### src/sv/bsm_pkg.sv
// Constants, types and the Booth step function of the multiplier.
// No dependencies; used by the interfaces and the top level.
package bsm_pkg;

  localparam int OPERAND_WIDTH   = 32;
  localparam int FIELD_WIDTH     = 32;
  localparam int STEPS_PER_STAGE = 4;
  localparam int NUM_STAGES      = (OPERAND_WIDTH + STEPS_PER_STAGE - 1) / STEPS_PER_STAGE;
  localparam int IDX_W           = $clog2(OPERAND_WIDTH);

  typedef logic [OPERAND_WIDTH-1:0]      operand_t;
  typedef logic signed [FIELD_WIDTH-1:0] field_t;

  typedef struct packed {
    operand_t mcand;
    operand_t mplier;
    operand_t acc;
  } stage_t;

  // Applies Booth digits base .. base+STEPS_PER_STAGE-1 to the low-word accumulator.
  function automatic operand_t booth_group(input operand_t acc, input operand_t m,
                                           input operand_t q, input int unsigned base);
    operand_t    a;
    int unsigned i;
    logic        cur;
    logic        prv;
    a = acc;
    for (int unsigned k = 0; k < STEPS_PER_STAGE; k++) begin
      i = base + k;
      if (i < OPERAND_WIDTH) begin
        cur = q[i[IDX_W-1:0]];
        prv = (i == 0) ? 1'b0 : q[i[IDX_W-1:0] - 1'b1];
        if (cur && !prv) begin
          a = a - (m << i);
        end else if (!cur && prv) begin
          a = a + (m << i);
        end
      end
    end
    return a;
  endfunction

endpackage

### src/sv/bsm_if.sv
// Valid/ready channels for operand words and product words.
// Depends on bsm_pkg.
interface bsm_op_if;
  import bsm_pkg::*;
  logic   valid;
  logic   ready;
  field_t multiplicand;
  field_t multiplier;
  modport source (output valid, output multiplicand, output multiplier, input ready);
  modport sink   (input valid, input multiplicand, input multiplier, output ready);
endinterface

interface bsm_res_if;
  import bsm_pkg::*;
  logic   valid;
  logic   ready;
  field_t product_low;
  modport source (output valid, output product_low, input ready);
  modport sink   (input valid, input product_low, output ready);
endinterface

### src/sv/booth_signed_multiplier_top.sv
// Radix-2 Booth signed multiplier, low product word; uses bsm_pkg and bsm_if.
// Throughput: one word per cycle unless the output stalls; each stage applies
// four Booth digits (four chained 32-bit add/subtracts), and the last stage is
// the output register.
// Reset clears all stage valid bits asynchronously; payload is not reset.
module booth_signed_multiplier_top (
  input  logic      clk_i,
  input  logic      rst_ni,
  bsm_op_if.sink    op_i,
  bsm_res_if.source res_o
);
  import bsm_pkg::*;

  logic   valid_q [NUM_STAGES];
  stage_t data_q  [NUM_STAGES];
  logic   advance [NUM_STAGES];

  for (genvar s = 0; s < NUM_STAGES; s++) begin : g_stage
    logic   in_v;
    stage_t in_d;
    stage_t data_d;

    if (s == 0) begin : g_first
      assign in_v        = op_i.valid;
      assign in_d.mcand  = op_i.multiplicand[OPERAND_WIDTH-1:0];
      assign in_d.mplier = op_i.multiplier[OPERAND_WIDTH-1:0];
      assign in_d.acc    = '0;
    end else begin : g_mid
      assign in_v = valid_q[s-1];
      assign in_d = data_q[s-1];
    end

    if (s == NUM_STAGES - 1) begin : g_last
      assign advance[s] = !valid_q[s] || res_o.ready;
    end else begin : g_inner
      assign advance[s] = !valid_q[s] || advance[s+1];
    end

    always_comb begin
      data_d     = in_d;
      data_d.acc = booth_group(in_d.acc, in_d.mcand, in_d.mplier,
                               s * STEPS_PER_STAGE);
    end

    always_ff @(posedge clk_i or negedge rst_ni) begin
      if (!rst_ni) begin
        valid_q[s] <= 1'b0;
      end else if (advance[s]) begin
        valid_q[s] <= in_v;
      end
    end

    always_ff @(posedge clk_i) begin
      if (advance[s] && in_v) begin
        data_q[s] <= data_d;
      end
    end
  end

  assign op_i.ready        = advance[0];
  assign res_o.valid       = valid_q[NUM_STAGES-1];
  assign res_o.product_low = FIELD_WIDTH'(signed'(data_q[NUM_STAGES-1].acc));

endmodule

### src/flat_wrapper.sv
// flat-port wrapper written by rule: the top's interface ports become plain ports
module booth_signed_multiplier_top_flat import bsm_pkg::*;
  (clk_i, rst_ni, op_i_valid, op_i_multiplicand, op_i_multiplier, op_i_ready, res_o_valid, res_o_product_low, res_o_ready);
  bsm_op_if op_i_i ();
  bsm_res_if res_o_i ();
  input  logic clk_i;
  input  logic rst_ni;
  input wire logic [$bits(op_i_i.valid)-1:0] op_i_valid;
  input wire logic [$bits(op_i_i.multiplicand)-1:0] op_i_multiplicand;
  input wire logic [$bits(op_i_i.multiplier)-1:0] op_i_multiplier;
  output wire logic [$bits(op_i_i.ready)-1:0] op_i_ready;
  output wire logic [$bits(res_o_i.valid)-1:0] res_o_valid;
  output wire logic [$bits(res_o_i.product_low)-1:0] res_o_product_low;
  input wire logic [$bits(res_o_i.ready)-1:0] res_o_ready;
  assign op_i_i.valid = op_i_valid;
  assign op_i_i.multiplicand = op_i_multiplicand;
  assign op_i_i.multiplier = op_i_multiplier;
  assign op_i_ready = op_i_i.ready;
  assign res_o_valid = res_o_i.valid;
  assign res_o_product_low = res_o_i.product_low;
  assign res_o_i.ready = res_o_ready;
  booth_signed_multiplier_top u_core (.clk_i(clk_i), .rst_ni(rst_ni), .op_i(op_i_i), .res_o(res_o_i));
endmodule
### config.mk
export PLATFORM = sky130hd
export DESIGN_NAME = booth_signed_multiplier_top_flat
export DESIGN_NICKNAME = d
export VERILOG_FILES = /design/src/sv/bsm_pkg.sv /design/src/sv/bsm_if.sv /design/src/sv/booth_signed_multiplier_top.sv /design/src/flat_wrapper.sv
export SDC_FILE = /design/constraint.sdc
export NUM_CORES = 2
export LEC_CHECK = 0
export BUFFER_PORTS_ARGS = -buffer_cell sky130_fd_sc_hd__buf_4
export CAP_MARGIN = 15
export CORE_UTILIZATION = 55
export CTS_CLUSTER_SIZE = 20
export DETAILED_ROUTE_END_ITERATION = 12
export GPL_ROUTABILITY_DRIVEN = 0
export HOLD_SLACK_MARGIN = 0.03
export PLACE_DENSITY = 0.71
export SETUP_SLACK_MARGIN = 0.2
export SLEW_MARGIN = 20
export SYNTH_ARGS = -nofsm -noshare
export SYNTH_HDL_FRONTEND = slang
export SYNTH_SLANG_ARGS = --single-unit
### constraint.sdc
create_clock -name clk_i -period 22.1 [get_ports clk_i]
set_input_delay 2.21 -clock clk_i [delete_from_list [all_inputs] [get_ports clk_i]]
set_output_delay 2.21 -clock clk_i [all_outputs]
set_load 0.1 [all_outputs]
==> results.ini <==
[worst_hold_path]
hold_start = u_core.data_q[0][42]
hp-class = flip-flop to flip-flop

[outcome]
status = complete, no violations

[pwr]
vdd_drop_max_mv = 0.0877
pwr-share-comb_pct = 74.3
pwr-share-seq_pct = 15.8
p_clk_share_pct = 9.8
p_leak_nw = 30.2
powerDensity_nw_per_um2 = 147
p_sw_share_pct = 52.0
p_total_w = 0.0105
p_int_w = 0.00504
netSwitchingPower_w = 0.00546

[yosys]
synth-edff-count = 487
synth_cell_type_count = 105
synth_area_leaders = edfxtp_1 (22%), ha_1 (17%), a21oi_1 (6.3%)
async_flop_share_pct = 1.62
synth_seq_area_share_pct = 22.0
synth_fp_nets = 9483
synthTopCellsByCount = ha_1 (929), a21oi_1 (845), nor2_1 (820)
yosysMostFrequentCell = ha_1
syn_area_um2 = 67500
synth_warnings = 0
synth_seq_cells = 495
synth_ff_type = edfxtp_1
syn_avg_cell_area_um2 = 8.01
synthCells = 8428
synth_top_area_share_pct = 21.7
yosys.area.top_type = edfxtp_1

[route]
drtIter0Drc = 6525
drtAntennaViolNets = 0
dr.pass1.iters = 8
vias = 66400
routedWlPerCell_um = 21.7
remaining_drc_errors = 0
wl_um = 216000
viasPerCell = 6.68

[floorplan]
start_util_pct = 55.5
rows = 128
dieArea_um2 = 124000
core_area_um2 = 122000
io_pins = 102
fp.dieW_um = 352
die_h_um = 352

[critical_path]
worstPathRequired_ps = 22490
crit_top_cell = xnor2_1
start_kind = input port
crit_type = input port to flip-flop
critPathMaxFanout = 11
startpoint = op_i_multiplicand[1]
cp_data_arrival_time_ps = 11510
slowest_delay_ps = 780
end_kind = flip-flop
r2r-start = u_core.data_q[0][64]
cp_slowest_cell = o31ai_1

[global_route]
grt_pass1_vias = 62500
overflow = 0
grt_max_degree = 67
grt_usage_pct = 33.3
grt_first_pass_wirelength_um = 338000
antenna_found_initial = 5

[timing]
post-route-period-util_pct = 50.3
tns_ps = 0
setup_viol = 0
slew_headroom_pct = 21.7
period_minus_slack_ps = 11120
worst_pin_slew_ps = 1170
whs_ps = 412
skew_ps = 19.6
fmax_mhz = 89.9
fin_ws_ps = 10980
report.final.hold_viol_count = 0
rsz0062_at_grt = no
slew_violations = 0

[layout]
fin_area_um2 = 71400
seqCellArea_um2 = 14800
multiInputGateArea_um2 = 48600
synthToLayoutAreaGrowth_pct = 5.72
fillers = 11100
drive_gt1_share_pct = 5.27
final_nets = 9319

[cts]
path_clk_slew_ps = 60
cts_tree = yes
htreeDepth = 2
cts_buffer_depth = 3
clock-sinks = 495
cts-buffers-inserted = 56
cts_resized = 0
clockRootBuffer = clkbuf_16
worstSkewPairLatency_ps = 660
hold_buffers = 0
post_cts_buffers = 0

[place]
numPortBuffers = 101
dpl_cell_area_um2 = 69300
post-place-ws_ps = 10500
dp_hpwl_um = 164000

[flow_run]
maxCapViolCount = 0

## critical path: cells and delay by family
| kind | cells | cell delay (ps) |
|---|---|---|
| compound gates | 15 | 4370 |
| simple gates | 12 | 2730 |
| fa+ha+maj | 3 | 1160 |
| xor+xnor | 4 | 530 |
| buf+inv | 3 | 490 |
## state kept, by name, summed over array words and instances, names as in the netlist
| name | flops |
|---|---|
| u_core.data_q | 487 |
| u_core.g_stage.in_v | 7 |
| u_core.res_o.valid | 1 |
## area by class of cell
type | count | area share, %
Clock inverter | 38 | 0.747
Antenna cell | 1 | 0.00351
Timing Repair Buffer | 192 | 2.02
Inverter | 654 | 3.44
Multi-Input combinational cell | 6865 | 68.1
Clock buffer | 68 | 2.10
Tap cell | 1625 | 2.85
Sequential cell | 495 | 20.8
## final timing paths
path / end / slack, ps / depth (start not counted)
max in group asynchronous: u_core.g_stage[2].in_v / 20610 / 1
min in group asynchronous: u_core.res_o.valid / 1360 / 1
min reg2reg: u_core.data_q[0][138] / 410 / 0
max reg2reg: u_core.data_q[0][127] / 11130 / 40
min: u_core.data_q[0][138] / 410 / 0
max: u_core.data_q[0][31] / 10980 / 37
## layout by cell type, fill, tap and decap left out, types with 31 or more instances in the layout
master,Yosys,routed
ha_1,929,929
a21oi_1,845,845
nor2_1,820,816
inv_1,633,633
nand2_1,504,504
edfxtp_1,487,487
o21ai_0,436,436
nor3_1,225,225
o21bai_1,203,203
a21o_1,202,202
xnor2_1,192,192
buf_4,33,192
o22ai_1,165,165
nand2b_1,143,143
nand3_1,122,122
nor2b_1,116,114
o211ai_1,100,100
a211oi_1,96,96
a221o_1,94,94
or3_1,92,92
a221oi_1,91,91
a22oi_1,85,85
o31ai_1,81,81
a31oi_1,79,78
o21ai_1,74,74
nor4_1,74,74
and3_1,73,73
o221ai_1,68,68
o21a_1,68,68
a22o_1,60,60
fa_1,58,58
clkbuf_16,0,58
xor2_1,52,52
mux2i_1,42,42
and2_1,46,41
nand4_1,37,37
or2_2,36,36
o41ai_1,32,32
a2111oi_0,32,31
## layer usage
metal	GRT usage (%)	vias to the layer above	part of all wire, %
met5	0	-	0
met4	20.0	0	6.6
met3	3.93	799	7.3
met2	56.3	3052	46
met1	40.7	31300	40
li1	-	31200	-
## logic make-up after synthesis
group | synth area share, %
compound gates | 32.3
xor+xnor | 3.23
fa+ha+maj | 19.0
buf+inv | 6.15
flops | 22.0
mux | 0.790
simple gates | 16.6
## per-stage QoR
stage               cells  util (%)
global route         9937      58.6
CTS                  9937      58.6
floorplan            8428         -
global placement     9831      56.9
detailed placement   9831      57.0
finish               9938      58.6
## power by group through the flow
stage          combinational [W]  clock [W]  sequential [W]
2_1_floorplan            0.00604          0         0.00154
3_3_place_gp             0.00740          0         0.00167
3_5_place_dp             0.00758          0         0.00168
4_1_cts                  0.00764    0.00105         0.00166
5_1_grt                  0.00863    0.00109         0.00169
6_report                 0.00781    0.00103         0.00166
Power figures use the tool's default switching activity.
